**src/rtl/core/mlrc_pkg.sv**
```systemverilog
`default_nettype none
package mlrc_pkg;

    // Text length that is rejected as too long, counted in bytes without a terminating zero.
    localparam int C_MAX_TEXT_BYTES = 32;
    localparam int C_CNT_W = 6;
    localparam logic [C_CNT_W-1:0] C_TEXT_LIMIT = C_CNT_W'(C_MAX_TEXT_BYTES);
    localparam logic [C_CNT_W-1:0] C_WORD16_BYTES = C_CNT_W'(2);
    localparam logic [C_CNT_W-1:0] C_VAL32_BYTES = C_CNT_W'(5);
    localparam logic [C_CNT_W-1:0] C_VAL32_VALUE_BYTES = C_CNT_W'(4);

    localparam logic [15:0] C_CRC_POLY = 16'h1021;
    localparam logic [7:0] C_ADDR_RESET = 8'd128;

    localparam logic [1:0] REQ_BEGIN = 2'd0;
    localparam logic [1:0] REQ_BYTE = 2'd1;
    localparam logic [1:0] REQ_TIMEOUT = 2'd2;

    localparam logic [1:0] FMT_VAL32 = 2'd0;
    localparam logic [1:0] FMT_WORD16 = 2'd1;
    localparam logic [1:0] FMT_TEXT = 2'd2;

    localparam logic [1:0] OC_OK = 2'd0;
    localparam logic [1:0] OC_CRC_BAD = 2'd1;
    localparam logic [1:0] OC_TIMEOUT = 2'd2;
    localparam logic [1:0] OC_TOO_LONG = 2'd3;

    typedef struct packed {
        logic [1:0] req_type;
        logic [7:0] command_code;
        logic [1:0] reply_format;
        logic [7:0] rx_byte;
    } t_in_item;

    typedef struct packed {
        logic [1:0]  outcome;
        logic [31:0] reply_value;
        logic [7:0]  status_byte;
        logic [7:0]  text_byte;
        logic        is_last;
    } t_out_item;

    // CRC-16, MSB first, one byte folded in.
    function automatic logic [15:0] crc_fold(input logic [15:0] crc, input logic [7:0] b);
        logic [15:0] c;
        c = crc ^ {b, 8'h00};
        for (int k = 0; k < 8; k++) begin
            c = c[15] ? ((c << 1) ^ C_CRC_POLY) : (c << 1);
        end
        return c;
    endfunction

    localparam logic [15:0] C_ADDR_CRC_RESET = crc_fold(16'h0000, C_ADDR_RESET);

endpackage
`default_nettype wire

```
**src/rtl/core/mlrc_in_reg.sv**
```systemverilog
`default_nettype none
module mlrc_in_reg (
    input  wire logic              i_clk,
    input  wire logic              i_rst_n,
    input  wire logic              i_valid,
    output logic                   o_stall,
    input  wire mlrc_pkg::t_in_item i_item,
    input  wire logic              i_go,
    output logic                   o_valid,
    output mlrc_pkg::t_in_item     o_item
);
    import mlrc_pkg::*;

    logic     r_valid;
    logic     n_valid;
    t_in_item r_item;
    logic     load;

    assign o_stall = r_valid && !i_go;
    assign load    = i_valid && !o_stall;

    always_comb begin
        n_valid = r_valid;
        if (load) begin
            n_valid = 1'b1;
        end else if (i_go) begin
            n_valid = 1'b0;
        end
    end

    always_ff @(posedge i_clk) begin
        if (!i_rst_n) begin
            r_valid <= 1'b0;
        end else begin
            r_valid <= n_valid;
        end
    end

    always_ff @(posedge i_clk) begin
        if (load) begin
            r_item <= i_item;
        end
    end

    assign o_valid = r_valid;
    assign o_item  = r_item;

endmodule
`default_nettype wire

```
**src/rtl/core/mlrc_core.sv**
```systemverilog
`default_nettype none
module mlrc_core (
    input  wire logic               i_clk,
    input  wire logic               i_rst_n,
    input  wire logic               i_cfg_we,
    input  wire logic [7:0]         i_cfg_data,
    input  wire logic               i_valid,
    input  wire mlrc_pkg::t_in_item i_item,
    input  wire logic               i_slot_free,
    output logic                    o_go,
    output logic                    o_res_valid,
    output mlrc_pkg::t_out_item     o_res
);
    import mlrc_pkg::*;

    typedef enum logic [1:0] {
        PH_IDLE,
        PH_BODY,
        PH_CRC_HI,
        PH_CRC_LO
    } t_phase;

    t_phase             r_phase,   n_phase;
    logic [15:0]        r_crc,     n_crc;
    logic [15:0]        r_addr_crc, n_addr_crc;
    logic [C_CNT_W-1:0] r_count,   n_count;
    logic [31:0]        r_accum,   n_accum;
    logic [7:0]         r_status,  n_status;
    logic [1:0]         r_format,  n_format;
    logic [7:0]         r_crc_hi,  n_crc_hi;

    logic [C_CNT_W-1:0] cnt_inc;
    logic [15:0]        crc_byte;
    logic [7:0]         b;

    assign o_go     = i_valid && i_slot_free;
    assign b        = i_item.rx_byte;
    assign cnt_inc  = r_count + C_CNT_W'(1);
    assign crc_byte = crc_fold(r_crc, b);
    assign n_addr_crc = i_cfg_we ? crc_fold(16'h0000, i_cfg_data) : r_addr_crc;

    always_comb begin
        n_phase     = r_phase;
        n_crc       = r_crc;
        n_count     = r_count;
        n_accum     = r_accum;
        n_status    = r_status;
        n_format    = r_format;
        n_crc_hi    = r_crc_hi;
        o_res_valid = 1'b0;
        o_res       = '0;

        case (i_item.req_type)
            REQ_BEGIN: begin
                n_crc    = crc_fold(r_addr_crc, i_item.command_code);
                n_format = (i_item.reply_format == FMT_WORD16 ||
                            i_item.reply_format == FMT_TEXT) ? i_item.reply_format : FMT_VAL32;
                n_phase  = PH_BODY;
                n_count  = '0;
                n_accum  = '0;
                n_status = '0;
                n_crc_hi = '0;
            end
            REQ_TIMEOUT: begin
                if (r_phase != PH_IDLE) begin
                    n_phase           = PH_IDLE;
                    o_res_valid       = 1'b1;
                    o_res.outcome     = OC_TIMEOUT;
                    o_res.is_last     = 1'b1;
                end
            end
            REQ_BYTE: begin
                case (r_phase)
                    PH_BODY: begin
                        n_crc = crc_byte;
                        if (r_format == FMT_TEXT) begin
                            o_res_valid = 1'b1;
                            if (b == 8'h00) begin
                                n_phase = PH_CRC_HI;
                            end else begin
                                n_count         = cnt_inc;
                                o_res.text_byte = b;
                                if (cnt_inc >= C_TEXT_LIMIT) begin
                                    n_phase       = PH_IDLE;
                                    o_res.outcome = OC_TOO_LONG;
                                    o_res.is_last = 1'b1;
                                end
                            end
                        end else if (r_format == FMT_WORD16) begin
                            n_accum = {r_accum[23:0], b};
                            n_count = cnt_inc;
                            if (cnt_inc >= C_WORD16_BYTES) begin
                                n_phase = PH_CRC_HI;
                            end
                        end else begin
                            if (r_count < C_VAL32_VALUE_BYTES) begin
                                n_accum = {r_accum[23:0], b};
                            end else begin
                                n_status = b;
                            end
                            n_count = cnt_inc;
                            if (cnt_inc >= C_VAL32_BYTES) begin
                                n_phase = PH_CRC_HI;
                            end
                        end
                    end
                    PH_CRC_HI: begin
                        n_crc_hi = b;
                        n_phase  = PH_CRC_LO;
                    end
                    PH_CRC_LO: begin
                        n_phase           = PH_IDLE;
                        o_res_valid       = 1'b1;
                        o_res.outcome     = ({r_crc_hi, b} == r_crc) ? OC_OK : OC_CRC_BAD;
                        o_res.reply_value = (r_format == FMT_TEXT) ? 32'h0 : r_accum;
                        o_res.status_byte = (r_format == FMT_VAL32) ? r_status : 8'h00;
                        o_res.is_last     = 1'b1;
                    end
                    default: begin
                        // Bytes outside a transaction are dropped.
                    end
                endcase
            end
            default: begin
            end
        endcase
    end

    always_ff @(posedge i_clk) begin
        if (!i_rst_n) begin
            r_phase    <= PH_IDLE;
            r_crc      <= '0;
            r_addr_crc <= C_ADDR_CRC_RESET;
            r_count    <= '0;
            r_accum    <= '0;
            r_status   <= '0;
            r_format   <= '0;
            r_crc_hi   <= '0;
        end else begin
            r_addr_crc <= n_addr_crc;
            if (o_go) begin
                r_phase  <= n_phase;
                r_crc    <= n_crc;
                r_count  <= n_count;
                r_accum  <= n_accum;
                r_status <= n_status;
                r_format <= n_format;
                r_crc_hi <= n_crc_hi;
            end
        end
    end

endmodule
`default_nettype wire

```
**src/rtl/core/mlrc_out_reg.sv**
```systemverilog
`default_nettype none
module mlrc_out_reg (
    input  wire logic                i_clk,
    input  wire logic                i_rst_n,
    input  wire logic                i_load,
    input  wire mlrc_pkg::t_out_item i_res,
    output logic                     o_slot_free,
    output logic                     o_valid,
    input  wire logic                i_stall,
    output mlrc_pkg::t_out_item      o_data
);
    import mlrc_pkg::*;

    logic      r_valid;
    logic      n_valid;
    t_out_item r_data;

    // The slot may be refilled in the same cycle that its transaction completes.
    assign o_slot_free = !r_valid || !i_stall;

    always_comb begin
        n_valid = r_valid;
        if (i_load) begin
            n_valid = 1'b1;
        end else if (r_valid && !i_stall) begin
            n_valid = 1'b0;
        end
    end

    always_ff @(posedge i_clk) begin
        if (!i_rst_n) begin
            r_valid <= 1'b0;
        end else begin
            r_valid <= n_valid;
        end
    end

    always_ff @(posedge i_clk) begin
        if (i_load) begin
            r_data <= i_res;
        end
    end

    assign o_valid = r_valid;
    assign o_data  = r_data;

endmodule
`default_nettype wire

```
**src/rtl/core/motor_link_reply_checker_top.sv**
```systemverilog
// Reply checker for the receive side of a packet-serial motor controller link.
// Input channel (i_in_valid, o_in_stall, i_in_data): one transaction carries a
// begin request with command and reply format, a received byte, or a timeout.
// Output channel (o_out_valid, i_out_stall, o_out_data): at most one result per
// input transaction; text bytes are passed on as they arrive and the final
// result carries outcome, value, status and is_last.
// Configuration channel (i_cfg_valid, o_cfg_ready, i_cfg_data): the device
// address; o_cfg_ready is always high and writes belong between transactions.
// Each input is held in an input register, processed by combinational logic
// and its result captured in an output register. One input is taken every
// cycle while the output side keeps up; the single byte-wide CRC update sets
// the cycle's logic depth. When the receiver stalls, the result stays in the
// output register; an empty input register still takes one further input
// before o_in_stall rises. Synchronous reset empties both registers, returns
// the checker to idle and sets the device address to 128.
`default_nettype none
module motor_link_reply_checker_top (
    input  wire logic                i_clk,
    input  wire logic                i_rst_n,
    input  wire logic                i_in_valid,
    output logic                     o_in_stall,
    input  wire mlrc_pkg::t_in_item  i_in_data,
    output logic                     o_out_valid,
    input  wire logic                i_out_stall,
    output mlrc_pkg::t_out_item      o_out_data,
    input  wire logic                i_cfg_valid,
    output logic                     o_cfg_ready,
    input  wire logic [7:0]          i_cfg_data
);
    import mlrc_pkg::*;

    logic      stg_valid;
    t_in_item  stg_item;
    logic      go;
    logic      slot_free;
    logic      res_valid;
    t_out_item res;

    assign o_cfg_ready = 1'b1;

    mlrc_in_reg u_in_reg (
        .i_clk   (i_clk),
        .i_rst_n (i_rst_n),
        .i_valid (i_in_valid),
        .o_stall (o_in_stall),
        .i_item  (i_in_data),
        .i_go    (go),
        .o_valid (stg_valid),
        .o_item  (stg_item)
    );

    mlrc_core u_core (
        .i_clk       (i_clk),
        .i_rst_n     (i_rst_n),
        .i_cfg_we    (i_cfg_valid && o_cfg_ready),
        .i_cfg_data  (i_cfg_data),
        .i_valid     (stg_valid),
        .i_item      (stg_item),
        .i_slot_free (slot_free),
        .o_go        (go),
        .o_res_valid (res_valid),
        .o_res       (res)
    );

    mlrc_out_reg u_out_reg (
        .i_clk       (i_clk),
        .i_rst_n     (i_rst_n),
        .i_load      (go && res_valid),
        .i_res       (res),
        .o_slot_free (slot_free),
        .o_valid     (o_out_valid),
        .i_stall     (i_out_stall),
        .o_data      (o_out_data)
    );

endmodule
`default_nettype wire

```
**config.mk**
```make
export PLATFORM = sky130hd
export DESIGN_NAME = motor_link_reply_checker_top
export DESIGN_NICKNAME = d
export VERILOG_FILES = /design/src/rtl/core/mlrc_pkg.sv /design/src/rtl/core/mlrc_in_reg.sv /design/src/rtl/core/mlrc_core.sv /design/src/rtl/core/mlrc_out_reg.sv /design/src/rtl/core/motor_link_reply_checker_top.sv
export SDC_FILE = /design/constraint.sdc
export NUM_CORES = 1
export LEC_CHECK = 0
export BUFFER_PORTS_ARGS = -buffer_cell sky130_fd_sc_hd__buf_2
export CAP_MARGIN = 25
export CORE_ASPECT_RATIO = 1.5
export CORE_MARGIN = 2
export CORE_UTILIZATION = 55
export CTS_CLUSTER_SIZE = 16
export DETAILED_ROUTE_END_ITERATION = 6
export PLACE_DENSITY_LB_ADDON = 0.05
export SLEW_MARGIN = 20
export SYNTH_ARGS = -nofsm -noshare
export SYNTH_HDL_FRONTEND = slang
export SYNTH_SLANG_ARGS = --single-unit
```
**constraint.sdc**
```tcl
create_clock -name i_clk -period 4.8 [get_ports i_clk]
set_clock_uncertainty 0.2 [all_clocks]
set_input_delay 0.24 -clock i_clk [delete_from_list [all_inputs] [get_ports i_clk]]
set_output_delay 0.24 -clock i_clk [all_outputs]
set_load 0.02 [all_outputs]
```
Yosys cells after proc, flatten, opt, wreduce, memory -nomap -nowiden
Cells that the tools add are included.
{"block": "classes", "add_sub_neg": 1, "order_cmp": 4, "eq_ne": 22, "n_mux": 72, "n_bitwise": 30, "n_reduce_logical": 29}
{"cell": "13-bit two-way mux", "n": 24}
{"cell": "32-bit two-way mux", "n": 4}
{"cell": "3-bit NOT", "n": 24}
{"cell": "32-bit case mux with 2 select lines", "n": 1}
{"cell": "8-bit two-way mux", "n": 5}
{"cell": "16-bit case mux with 2 select lines", "n": 1}
{"cell": "8-bit case mux with 2 select lines", "n": 2}
{"cell": "16-bit bitwise XOR", "n": 2}
{"cell": "2-bit two-way mux", "n": 12}
{"cell": "6-bit two-way mux", "n": 3}
{"cell": "16-bit == test", "n": 1}
{"cell": "16-bit two-way mux", "n": 1}
{"cell": "2-bit case mux with 3 select lines", "n": 2}
{"cell": "6-bit case mux with 2 select lines", "n": 1}
{"cell": "2-bit == test, second input constant", "n": 5}
{"cell": "1-bit two-way mux", "n": 10}
{"cell": "2-bit != test, second input constant", "n": 5}
{"cell": "3-bit AND reduction", "n": 3}
{"cell": "2-bit by 1-bit == test with 1-bit output, second input constant", "n": 4}
{"cell": "8-bit logical NOT", "n": 1}
{"cell": "1-bit case mux with 2 select lines", "n": 4}
{"cell": "2-bit case mux with 2 select lines", "n": 2}
{"cell": "2-bit nonzero test", "n": 4}
{"cell": "7-bit AND reduction", "n": 1}
{"cell": "24 further kinds", "n": 36}
{"block": "totals", "register_bits": 163, "input_bits": 33, "word_cells": 177}

Longest topological paths before layout
Gate-level depths: netlist (run 1).
{"block": "depth", "word_depth": 19, "mapped_depth": 9, "ltp_nobuf": 7}

Hierarchy
Synthesis (run 1) repeated with hierarchy kept, for this count alone.
{"block": "hier_totals", "hier_cells": 644, "area_unflattened_um2": 7374.6}
{"mod": "mlrc_core", "instances": 1, "cells_per_inst": 562, "area_per_inst_um2": 5142.4, "seq_area_each_um2": 1701.6}
{"mod": "mlrc_out_reg", "instances": 1, "cells_per_inst": 55, "area_per_inst_um2": 1566.5, "seq_area_each_um2": 1551.5}
{"mod": "mlrc_in_reg", "instances": 1, "cells_per_inst": 24, "area_per_inst_um2": 648.1, "seq_area_each_um2": 620.6}
{"mod": "motor_link_reply_checker_top", "instances": 1, "cells_per_inst": 3, "area_per_inst_um2": 17.5, "seq_area_each_um2": 0.0}

Worst setup path before layout (run 1)
No wires, ideal clock.
{"block": "synth_path", "path_kind": "reg2reg", "startpoint": "reg u_in_reg.r_item (netlist bit u_in_reg.o_item[19])", "endpoint": "reg u_out_reg.r_data (netlist bit u_out_reg.o_data[0]) (enable)", "arrival_time_ns": 2.290, "required_ns": 4.194, "slack_ns": 1.904, "stages_incl_launch_ff": 7, "path_buffers": 1, "period_less_slack_ns": 2.896, "cell_sequence": "edfxtp_1 -> inv_1 -> ha_1 -> clkbuf_1 -> nand2_1 -> nand2b_1 -> o211a_1"}
{"block": "synth_between", "elab_chain_cells": 3}
{"element": "start: declaration", "line": "mlrc_in_reg.sv:16", "source": "t_in_item r_item;"}
{"element": "start signal: assignment", "line": "mlrc_in_reg.sv:41", "source": "r_item <= i_item;"}
{"element": "2-bit by 1-bit == test with 1-bit output / 2-bit == test (equally long branches)", "line": "mlrc_core.sv:53", "source": "case (i_item.req_type)"}
{"element": "1-bit case mux with 2 select lines (*)", "line": "mlrc_core.sv:53"}
{"element": "1-bit logical AND (*)", "line": "motor_link_reply_checker_top.sv:68", "source": ".i_load (go && res_valid),"}
{"element": "via u_out_reg.i_load", "line": "mlrc_out_reg.sv:5", "source": "input wire logic i_load,"}
{"element": "end signal: assignment", "line": "mlrc_out_reg.sv:40", "source": "r_data <= i_res;"}
{"element": "end: declaration", "line": "mlrc_out_reg.sv:16", "source": "t_out_item r_data;"}
Mark *: on every way through the listed nets, which the timed path passes. The rest lies on a longest branch.
A chain may end at the register's enable or synchronous reset.

Worst setup path after layout (run 1)
{"block": "layout_path", "startpoint": "reg u_in_reg.r_item (netlist bit u_in_reg.o_item[19])", "endpoint": "reg u_out_reg.r_data (netlist bit u_out_reg.o_data[16]) (enable)"}
Same word-level chain as after synthesis.

==> out/qor.txt, run 1 <==
DRC marker count from the first detailed-route iteration = 291
critical path start-end classification = reg -> reg
Cells after Synth = 625
Final setup violation count = 0
unrepaired setup endpoints after global routing = false
synthesized netlist net count = 669
Setup TNS = 0 ps
end of the worst register-to-register path = u_out_reg.o_data[16]
filler cell count = 980
average via count per standard cell = 5.42
first-pass GRT wire length = 24200 µm
worst-case headroom to the max-slew limit = 43.6%
fraction of layout cells with a size suffix above 1 = 19.8%
Post-synth EDFFs = 71
Setup crit end kind = flip-flop
buffer type at the clock tree root = sky130_fd_sc_hd__clkbuf_16
area of all placed cells without fillers = 8400 µm²
placer congestion estimate = 0.825
share of the clock period used by the worst path after layout = 57.5%
Cell Area, Synth = 6960 µm²
max capacitance violation total = 0
antenna violations before repair = 0
most used cells in the layout excluding fill and tap cells = 87 x sky130_fd_sc_hd__dfxtp_1, 85 x sky130_fd_sc_hd__buf_2, 75 x sky130_fd_sc_hd__nor2_1
Synth-to-Final Area Change = 20.8%
end-of-flow core utilization = 67.8%
Register-to-Register Setup Slack = 2040 ps
clock period minus worst slack = 2760 ps
Skew-Pair Late Insertion Delay = 420 ps
final total power = 3.15 mW
first-pass iteration count of the detailed router = 5
clock-pin transition on the worst setup and hold timing paths = 60 ps
startpoint type of the worst setup path = flip-flop
via count of the first global-routing pass = 4963
number of hold violations in the final report = 0
warnings from Yosys = 0
initial cell density of the core = 56.2%
mean post-synth cell area = 11.1 µm²
post-synthesis sequential element count = 158
overall routing resource usage = 23.3%
clock sink total = 158
Ant. Diodes = 0
number of buffers added by the clock tree synthesis step = 17
final-report max-slew violation count = 0
routed length per placed instance = 16.5 µm
static power due to leakage = 3.07 nW
hold endpoint = u_core.r_addr_crc[13]
CP Data Arrival Time = 2610 ps
remaining global-route overflow = 0
DRC violation count after routing = 0
floorplan die area = 13600 µm²
Std-Cell Rows = 50
Min-Delay Path Depth = 3
aggregate routed wire length = 14900 µm
count of pins on the block boundary = 87
count of unique library cells instantiated by Yosys = 54
pre-CTS worst setup slack = 2060 ps
setup slack of the critical path after layout = 2040 ps
die width = 95.8 µm
Worst R2R Path Depth = 6
required time of the worst setup path = 4650 ps
maximum buffer depth of the clock tree = 2
start of the worst register-to-register path = u_in_reg.o_item[19]
hold path startpoint = i_cfg_data[1]
Max Fclk = 363 MHz
top_reg_cell synth = sky130_fd_sc_hd__dfxtp_1
Post-DP HPWL = 10100 µm
Seq/Total Area, Yosys = 55.7%
number of nets still failing antenna checks after routing = 0
class of the worst hold path = in -> reg
P per Cell Area = 375 nW/µm²
actual transition at the worst max-transition pin = 845 ps
largest net degree at the start of global routing = 65
number of buffers inserted to repair setup after CTS = 0
largest fanout on the critical path = 52
CTS tree = yes
worst vdd ir = 0.242 mV
share of synthesized registers carrying an async set or reset = 0%
Total Nets Final = 778
most common cell after layout, fill and taps aside = sky130_fd_sc_hd__dfxtp_1
vias = 4891
H-tree level count = 4
floorplan die height = 142 µm
count of buffers from port buffering = 85
status = finished clean
instance area at placement = 7490 µm²
Core Region = 12400 µm²
state kept, by name, summed over array words and instances (netlist names):
name / cells
u_core.r_accum: 32
u_core.r_addr_crc: 11
u_core.r_count: 6
u_core.r_crc: 16
u_core.r_crc_hi: 8
u_core.r_format: 2
u_core.r_phase: 2
u_core.r_status: 8
u_in_reg.o_item: 20
u_in_reg.o_valid: 1
u_out_reg.o_data: 51
u_out_reg.o_valid: 1
critical path, stage by stage, from the launching register on:
cell,delay (ps)
sky130_fd_sc_hd__edfxtp_1,420
sky130_fd_sc_hd__inv_1,100
sky130_fd_sc_hd__ha_1,160
sky130_fd_sc_hd__buf_4,310
sky130_fd_sc_hd__and4b_1,420
sky130_fd_sc_hd__o211a_2,220
sky130_fd_sc_hd__buf_4,500
Yosys cell counts, types with 5 or more instances:
library cell               instances  area share [%]
sky130_fd_sc_hd__dfxtp_1          87              25
sky130_fd_sc_hd__nor2_1           75             4.0
sky130_fd_sc_hd__edfxtp_1         71              31
sky130_fd_sc_hd__and2_1           60             5.4
sky130_fd_sc_hd__xnor2_1          54             6.8
sky130_fd_sc_hd__nand2_1          36             1.9
sky130_fd_sc_hd__a22oi_1          32             3.5
sky130_fd_sc_hd__mux2i_1          25             3.6
sky130_fd_sc_hd__a21oi_1          19             1.4
sky130_fd_sc_hd__clkbuf_1         18            0.97
sky130_fd_sc_hd__o21ai_0          15             1.1
sky130_fd_sc_hd__ha_1             11             2.0
sky130_fd_sc_hd__xor2_1           11             1.4
sky130_fd_sc_hd__inv_1            10            0.54
sky130_fd_sc_hd__nand3_1          10            0.72
sky130_fd_sc_hd__buf_2             6            0.43
sky130_fd_sc_hd__nand4_1           5            0.45
sky130_fd_sc_hd__nor2b_1           5            0.45
sky130_fd_sc_hd__xnor2_2           5             1.2
per-stage QoR:
stage	instances	hold slack, ps
final	903	26.8
after global routing	903	59.1
after CTS	903	14.7
after detailed placement	843	218
after global placement	842	216
after floorplan	625	139
worst max path at each step:
stage                                   start                   end  cells past startpoint
after detailed placement  u_in_reg.o_item[19]  u_out_reg.o_data[41]                      6
after CTS                 u_in_reg.o_item[19]   u_out_reg.o_data[9]                      6
final                     u_in_reg.o_item[19]  u_out_reg.o_data[16]                      6
after floorplan           u_in_reg.o_item[19]   u_out_reg.o_data[0]                      6
after global placement    u_in_reg.o_item[19]  u_out_reg.o_data[42]                      6
after global routing      u_in_reg.o_item[19]  u_out_reg.o_data[13]                      6
cells by family after synthesis:
family	after synthesis	share of synthesized area [%]
flops	158	55.7
simple gates	214	15.3
compound gates	99	9.95
buf+inv	42	2.91
xor+xnor	72	10.0
mux	27	3.92
other cells	1	0.0539
fa+ha+maj	12	2.14
routing by layer:
layer  GRT usage, %  vias up  wire length (µm)
li1               -     2393                 -
met1           25.4     2339              5690
met2           43.2      136              8240
met3           3.93       23               573
met4           10.2        0               383
met5              0        -                 0
report_power, final:
part / internal [mW] / switching (mW)
combinational: 0.126 / 0.135
sequential: 1.43 / 0.0297
clock: 0.853 / 0.577
total: 2.41 / 0.742
what timing repair did:
action	in CTS	in global routing
hold buffers	28	0
resized for setup	0	0
endpoints found under the hold margin	29	0
area by class of cell:
type                            instances  area [µm²]  share of cell area, %
Sequential cell                       158        3870                   46.1
Clock inverter                         14         191                   2.28
Timing Repair Buffer                  122         777                   9.25
Clock buffer                           18         439                   5.23
Multi-Input combinational cell        425        2890                   34.4
Inverter                               10        37.5                  0.447
Tap cell                              156         195                   2.32
Power figures use the tool's default switching activity.
==> inputs of run 2 (changes only) <==
- ABC_AREA: unset -> 1
- CORE_UTILIZATION: 55 -> 53
- clock period: 4.8 -> 2.22 ns (I/O delays scaled with it)
==> out/qor.txt, run 2 <==
max reg flops = 51
DRC marker count from the first detailed-route iteration = 279
Synth-to-Final Area Change = 25.4%
die width = 99.6 µm
detailed-routed wire length on met3 = 758 µm
antenna violations before repair = 0
number of hold violations in the final report = 0
first-pass GRT wire length = 27600 µm
average via count per standard cell = 5.14
worst-path cell chain = buf_4, ha_1, inv_1, nor2_2, nor2_2, o21ai_1, nand3_2, clkinvlp_4, clkbuf_16
fraction of layout cells with a size suffix above 1 = 20.2%
final-report max-slew violation count = 0
clock period minus worst slack = 2180 ps
static power due to leakage = 3.59 nW
wire length on met1 = 6370 µm
highest-delay cell along the critical path = sky130_fd_sc_hd__edfxtp_1
Max Fclk = 460 MHz
library cell with the largest summed area after synthesis = sky130_fd_sc_hd__edfxtp_1
synthesized netlist net count = 897
post-synthesis sequential element count = 158
Post-synth EDFFs = 71
top_reg_cell synth = sky130_fd_sc_hd__dfxtp_1
Post-DP HPWL = 11800 µm
delay of the slowest critical-path stage = 410 ps
critical path start-end classification = reg -> reg
count of buffers from port buffering = 85
first-pass iteration count of the detailed router = 5
warnings from Yosys = 0
Ant. Diodes = 0
startpoint type of the worst setup path = flip-flop
H-tree level count = 4
count of pins on the block boundary = 87
floorplan die area = 14700 µm²
Final setup violation count = 0
Core Region = 13500 µm²
most frequent cell after synthesis = sky130_fd_sc_hd__nand2_1
CTS tree = yes
aggregate routed wire length = 17500 µm
share of synthesized registers carrying an async set or reset = 0%
total instance count after detailed placement = 1087
routed wl met2 = 9640 µm
Critical path buffers and inverters = 4
clock-pin transition on the worst setup and hold timing paths = 60 ps
routed length per placed instance = 15.0 µm
count of unique library cells instantiated by Yosys = 40
Setup crit end kind = flip-flop
floorplan die height = 147 µm
mean post-synth cell area = 8.52 µm²
CP Data Arrival Time = 2150 ps
buffer type at the clock tree root = sky130_fd_sc_hd__clkbuf_16
class of the worst hold path = in -> reg
DRC violation count after routing = 0
placer congestion estimate = 0.989
remaining global-route overflow = 0
vias = 6009
status = finished clean
leading cell types by count after synthesis = 168 x sky130_fd_sc_hd__nand2_1, 119 x sky130_fd_sc_hd__inv_1, 99 x sky130_fd_sc_hd__nor2_1, 87 x sky130_fd_sc_hd__dfxtp_1, 72 x sky130_fd_sc_hd__a21oi_1
most common cell after layout, fill and taps aside = sky130_fd_sc_hd__nand2_1
maximum buffer depth of the clock tree = 2
largest net degree at the start of global routing = 62
Seq/Total Area, Yosys = 53.3%
share of the clock period used by the worst path after layout = 98.0%
number of standard cells in the final layout excluding fillers = 1168
number of buffers added by the clock tree synthesis step = 17
via count of the first global-routing pass = 5902
end-of-flow core utilization = 67.7%
Cells after Synth = 853
P per Cell Area = 755 nW/µm²
max capacitance violation total = 0
largest fanout on the critical path = 18
Skew-Pair Late Insertion Delay = 420 ps
required time of the worst setup path = 2190 ps
number of nets still failing antenna checks after routing = 0
highest metal layer with signal wires = met4
Total Nets Final = 1037
overall routing resource usage = 23.9%
most used cells in the layout excluding fill and tap cells = 166 x sky130_fd_sc_hd__nand2_1, 115 x sky130_fd_sc_hd__inv_1, 96 x sky130_fd_sc_hd__nor2_1
Cell Area, Synth = 7270 µm²
initial cell density of the core = 54.0%
top cells by area in the synthesized netlist = sky130_fd_sc_hd__edfxtp_1 29%, sky130_fd_sc_hd__dfxtp_1 24%, sky130_fd_sc_hd__nand2_1 8.7%
critical path's top delay family = buffers and inverters
share of the synthesized area in the top cell type = 29.3%
Std-Cell Rows = 52
clock sink total = 158
CP most frequent cell = sky130_fd_sc_hd__nor2_2
worst vdd ir = 0.532 mV
==> run 2: cell count changes in the layout (fill, tap and decap cells not counted), moves of 24 or more <==
| cell | before | now |
|---|---|---|
| sky130_fd_sc_hd__nand2_1 | 36 | 166 |
| sky130_fd_sc_hd__inv_1 | 9 | 115 |
| sky130_fd_sc_hd__and2_1 | 60 | 0 |
| sky130_fd_sc_hd__a21oi_1 | 19 | 71 |
| sky130_fd_sc_hd__nand3_1 | 10 | 45 |
| sky130_fd_sc_hd__a22oi_1 | 32 | 0 |
| sky130_fd_sc_hd__mux2i_1 | 25 | 0 |
| sky130_fd_sc_hd__xnor2_1 | 54 | 30 |
==> run 2: logic make-up after synthesis <==
| logic type | Yosys count | synth area share [%] |
|---|---|---|
| adder cells (fa/ha/maj) | 11 | 1.89 |
| XOR/XNOR | 38 | 4.58 |
| flip-flops | 158 | 53.3 |
| buffers and inverters | 158 | 8.97 |
| AND/OR/NAND/NOR | 351 | 20.5 |
| AO/OA/AOI/OAI | 136 | 10.8 |
| other | 1 | 0.0516 |
==> run 2: path summary, 6_finish.rpt <==
kind / end / start / slack, ps / cells past startpoint
worst max-delay path: u_out_reg.o_data[7] / u_in_reg.o_item[19] / 40 / 9
worst min-delay path: u_in_reg.o_item[13] / i_in_data[13] / 200 / 2
worst max register to register: u_out_reg.o_data[7] / u_in_reg.o_item[19] / 40 / 9
worst min register to register: u_core.r_accum[31] / u_core.r_accum[31] / 270 / 2
==> run 2: layout make-up <==
type | instances | area [µm²]
Fill cell | 1095 | 4350
Clock inverter | 14 | 146
Sequential cell | 158 | 3880
Inverter | 123 | 473
Tap cell | 162 | 203
Clock buffer | 18 | 429
Multi-Input combinational cell | 537 | 2780
Timing Repair Buffer | 156 | 1210
==> run 2: timing repair <==
item | 4_1_cts | 5_1_grt
hold endpoints to repair | 36 | 0
endpoints found under the setup margin | 0 | 109
gates resized for setup | 0 | 16
hold buffers | 41 | 0
setup buffers | 0 | 6
==> run 2: power by group <==
group / leakage, nW / internal (mW) / switching (mW)
Combinational: 1.96 / 0.348 / 0.482
Sequential: 1.35 / 3.12 / 0.0979
Clock: 0.278 / 1.58 / 1.25
==> run 2: metrics by stage <==
stage	setup TNS (ps)	setup WS [ps]	cell area (µm²)	hold slack (ps)	total power [mW]
CTS	0	12.0	8950	182	6.90
detailed placement	0	25.3	7960	89.1	4.03
global route	-601	-29.2	9120	190	7.17
global placement	0	95.0	7960	87.4	4.01
floorplan	-9940	-195	7280	9.87	3.80
finish	0	44.7	9120	199	6.88
==> run 2: metal layers <==
layer  GRT usage, %  vias to the layer above
met5              0                        -
met4           11.7                        0
met3           3.88                       38
met2           45.5                      166
met1           24.9                     2789
li1               -                     3016
==> run 2: worst reg2reg max path, delay by kind of cell, from the launching register on <==
kind | cells | cell delay, ps
simple gates | 3 | 330
flops | 1 | 410
fa+ha+maj | 1 | 180
buf+inv | 4 | 710
compound gates | 1 | 100
==> inputs of run 3 (changes only) <==
- CORE_UTILIZATION: 53 -> 55
- clock period: 2.22 -> 2.5 ns (I/O delays scaled with it)
==> out/qor.txt, run 3 (synthesized netlist as in run 2, its figures left out) <==
number of buffers added by the clock tree synthesis step = 17
critical path start-end classification = reg -> reg
Core Region = 13000 µm²
unrepaired setup endpoints after global routing = false
average via count per standard cell = 5.15
static power due to leakage = 3.49 nW
Total Nets Final = 1021
fraction of layout cells with a size suffix above 1 = 17.7%
status = finished clean
Register-to-Register Setup Slack = 230 ps
Setup crit end kind = flip-flop
filler cell count = 1056
highest-delay cell along the critical path = sky130_fd_sc_hd__dfxtp_1
startpoint type of the worst setup path = flip-flop
count of buffers from port buffering = 85
Skew-Pair Late Insertion Delay = 420 ps
max capacitance violation total = 0
Synth-to-Final Area Change = 22.1%
first-pass iteration count of the detailed router = 5
first-pass GRT wire length = 27200 µm
Final setup violation count = 0
DRC marker count from the first detailed-route iteration = 275
largest net degree at the start of global routing = 62
CP Data Arrival Time = 2170 ps
Std-Cell Rows = 51
die width = 97.9 µm
overall routing resource usage = 24.4%
aggregate routed wire length = 16600 µm
CTS tree = yes
initial cell density of the core = 56.1%
max reg flops = 51
floorplan die height = 145 µm
Ant. Diodes = 0
worst-path cell chain = inv_1, ha_1, nor2_1, nor2_1, o21ai_0, nand3_1, clkinvlp_4, buf_4
delay of the slowest critical-path stage = 430 ps
required time of the worst setup path = 2400 ps
most common cell after layout, fill and taps aside = sky130_fd_sc_hd__nand2_1
buffer type at the clock tree root = sky130_fd_sc_hd__clkbuf_16
H-tree level count = 4
total instance count after detailed placement = 1079
worst vdd ir = 0.511 mV
class of the worst hold path = in -> reg
share of the clock period used by the worst path after layout = 90.7%
critical path's top delay family = buffers and inverters
actual transition at the worst max-transition pin = 583 ps
clock period minus worst slack = 2270 ps
maximum buffer depth of the clock tree = 2
remaining global-route overflow = 0
CP most frequent cell = sky130_fd_sc_hd__nor2_1
P per Cell Area = 695 nW/µm²
Post-DP HPWL = 11700 µm
routed length per placed instance = 14.5 µm
Max Fclk = 441 MHz
DRC violation count after routing = 0
via count of the first global-routing pass = 5926
count of pins on the block boundary = 87
vias = 5917
Setup TNS = 0 ps
final-report max-slew violation count = 0
number of nets still failing antenna checks after routing = 0
number of buffers inserted to repair setup after CTS = 0
antenna violations before repair = 0
clock-pin transition on the worst setup and hold timing paths = 70 ps
most used cells in the layout excluding fill and tap cells = 168 x sky130_fd_sc_hd__nand2_1, 118 x sky130_fd_sc_hd__inv_1, 99 x sky130_fd_sc_hd__nor2_1
floorplan die area = 14200 µm²
clock sink total = 158
number of standard cells in the final layout excluding fillers = 1149
number of hold violations in the final report = 0
largest fanout on the critical path = 22
Critical path buffers and inverters = 3
worst-case headroom to the max-slew limit = 60.9%
placer congestion estimate = 0.901
## run 3: worst paths after layout
path / startpoint / cells past startpoint / to
hold reg to reg: u_core.r_accum[31] / 2 / u_core.r_accum[31]
setup reg to reg: u_core.r_phase[1] / 8 / u_out_reg.o_data[36]
setup / recovery: u_core.r_phase[1] / 8 / u_out_reg.o_data[36]
hold / removal: i_in_data[16] / 2 / u_in_reg.o_item[16]
## run 3: stage by stage
stage	area (µm²)	hold WS (ps)	util, %	setup WS [ps]	total power [mW]
after floorplan	7280	23.9	-	9.01	3.37
after global placement	7880	102	60.8	235	3.54
after detailed placement	7880	103	60.8	157	3.55
after CTS	8860	197	68.4	120	6.20
after global routing	8880	208	68.6	43.0	6.43
final	8880	202	68.6	231	6.18
## run 3: area by class of cell
type                            instances  area, µm²  area share, %
Sequential cell                       158       3870           43.6
Multi-Input combinational cell        537       2760           31.1
Timing Repair Buffer                  140        975           11.0
Inverter                              123        470           5.30
Clock buffer                           17        425           4.79
Tap cell                              159        199           2.24
Clock inverter                         15        179           2.01
## run 3: routing by layer
| metal | global-route usage [%] | wire, µm |
|---|---|---|
| met5 | 0 | 0 |
| met4 | 14.0 | 711 |
| met3 | 3.79 | 549 |
| met2 | 47.7 | 9070 |
| met1 | 24.2 | 6290 |
## run 3: power by group
group	total [mW]	internal, mW	switching, mW
clock network	2.62	1.50	1.12
registers	2.86	2.77	0.0882
logic	0.695	0.285	0.410
total	6.18	4.56	1.61
## run 3: repair_timing
item	in CTS	in global routing
hold endpoints to repair	35	0
hold buffers	38	0
resized for setup	0	3
endpoints found under the setup margin	0	43
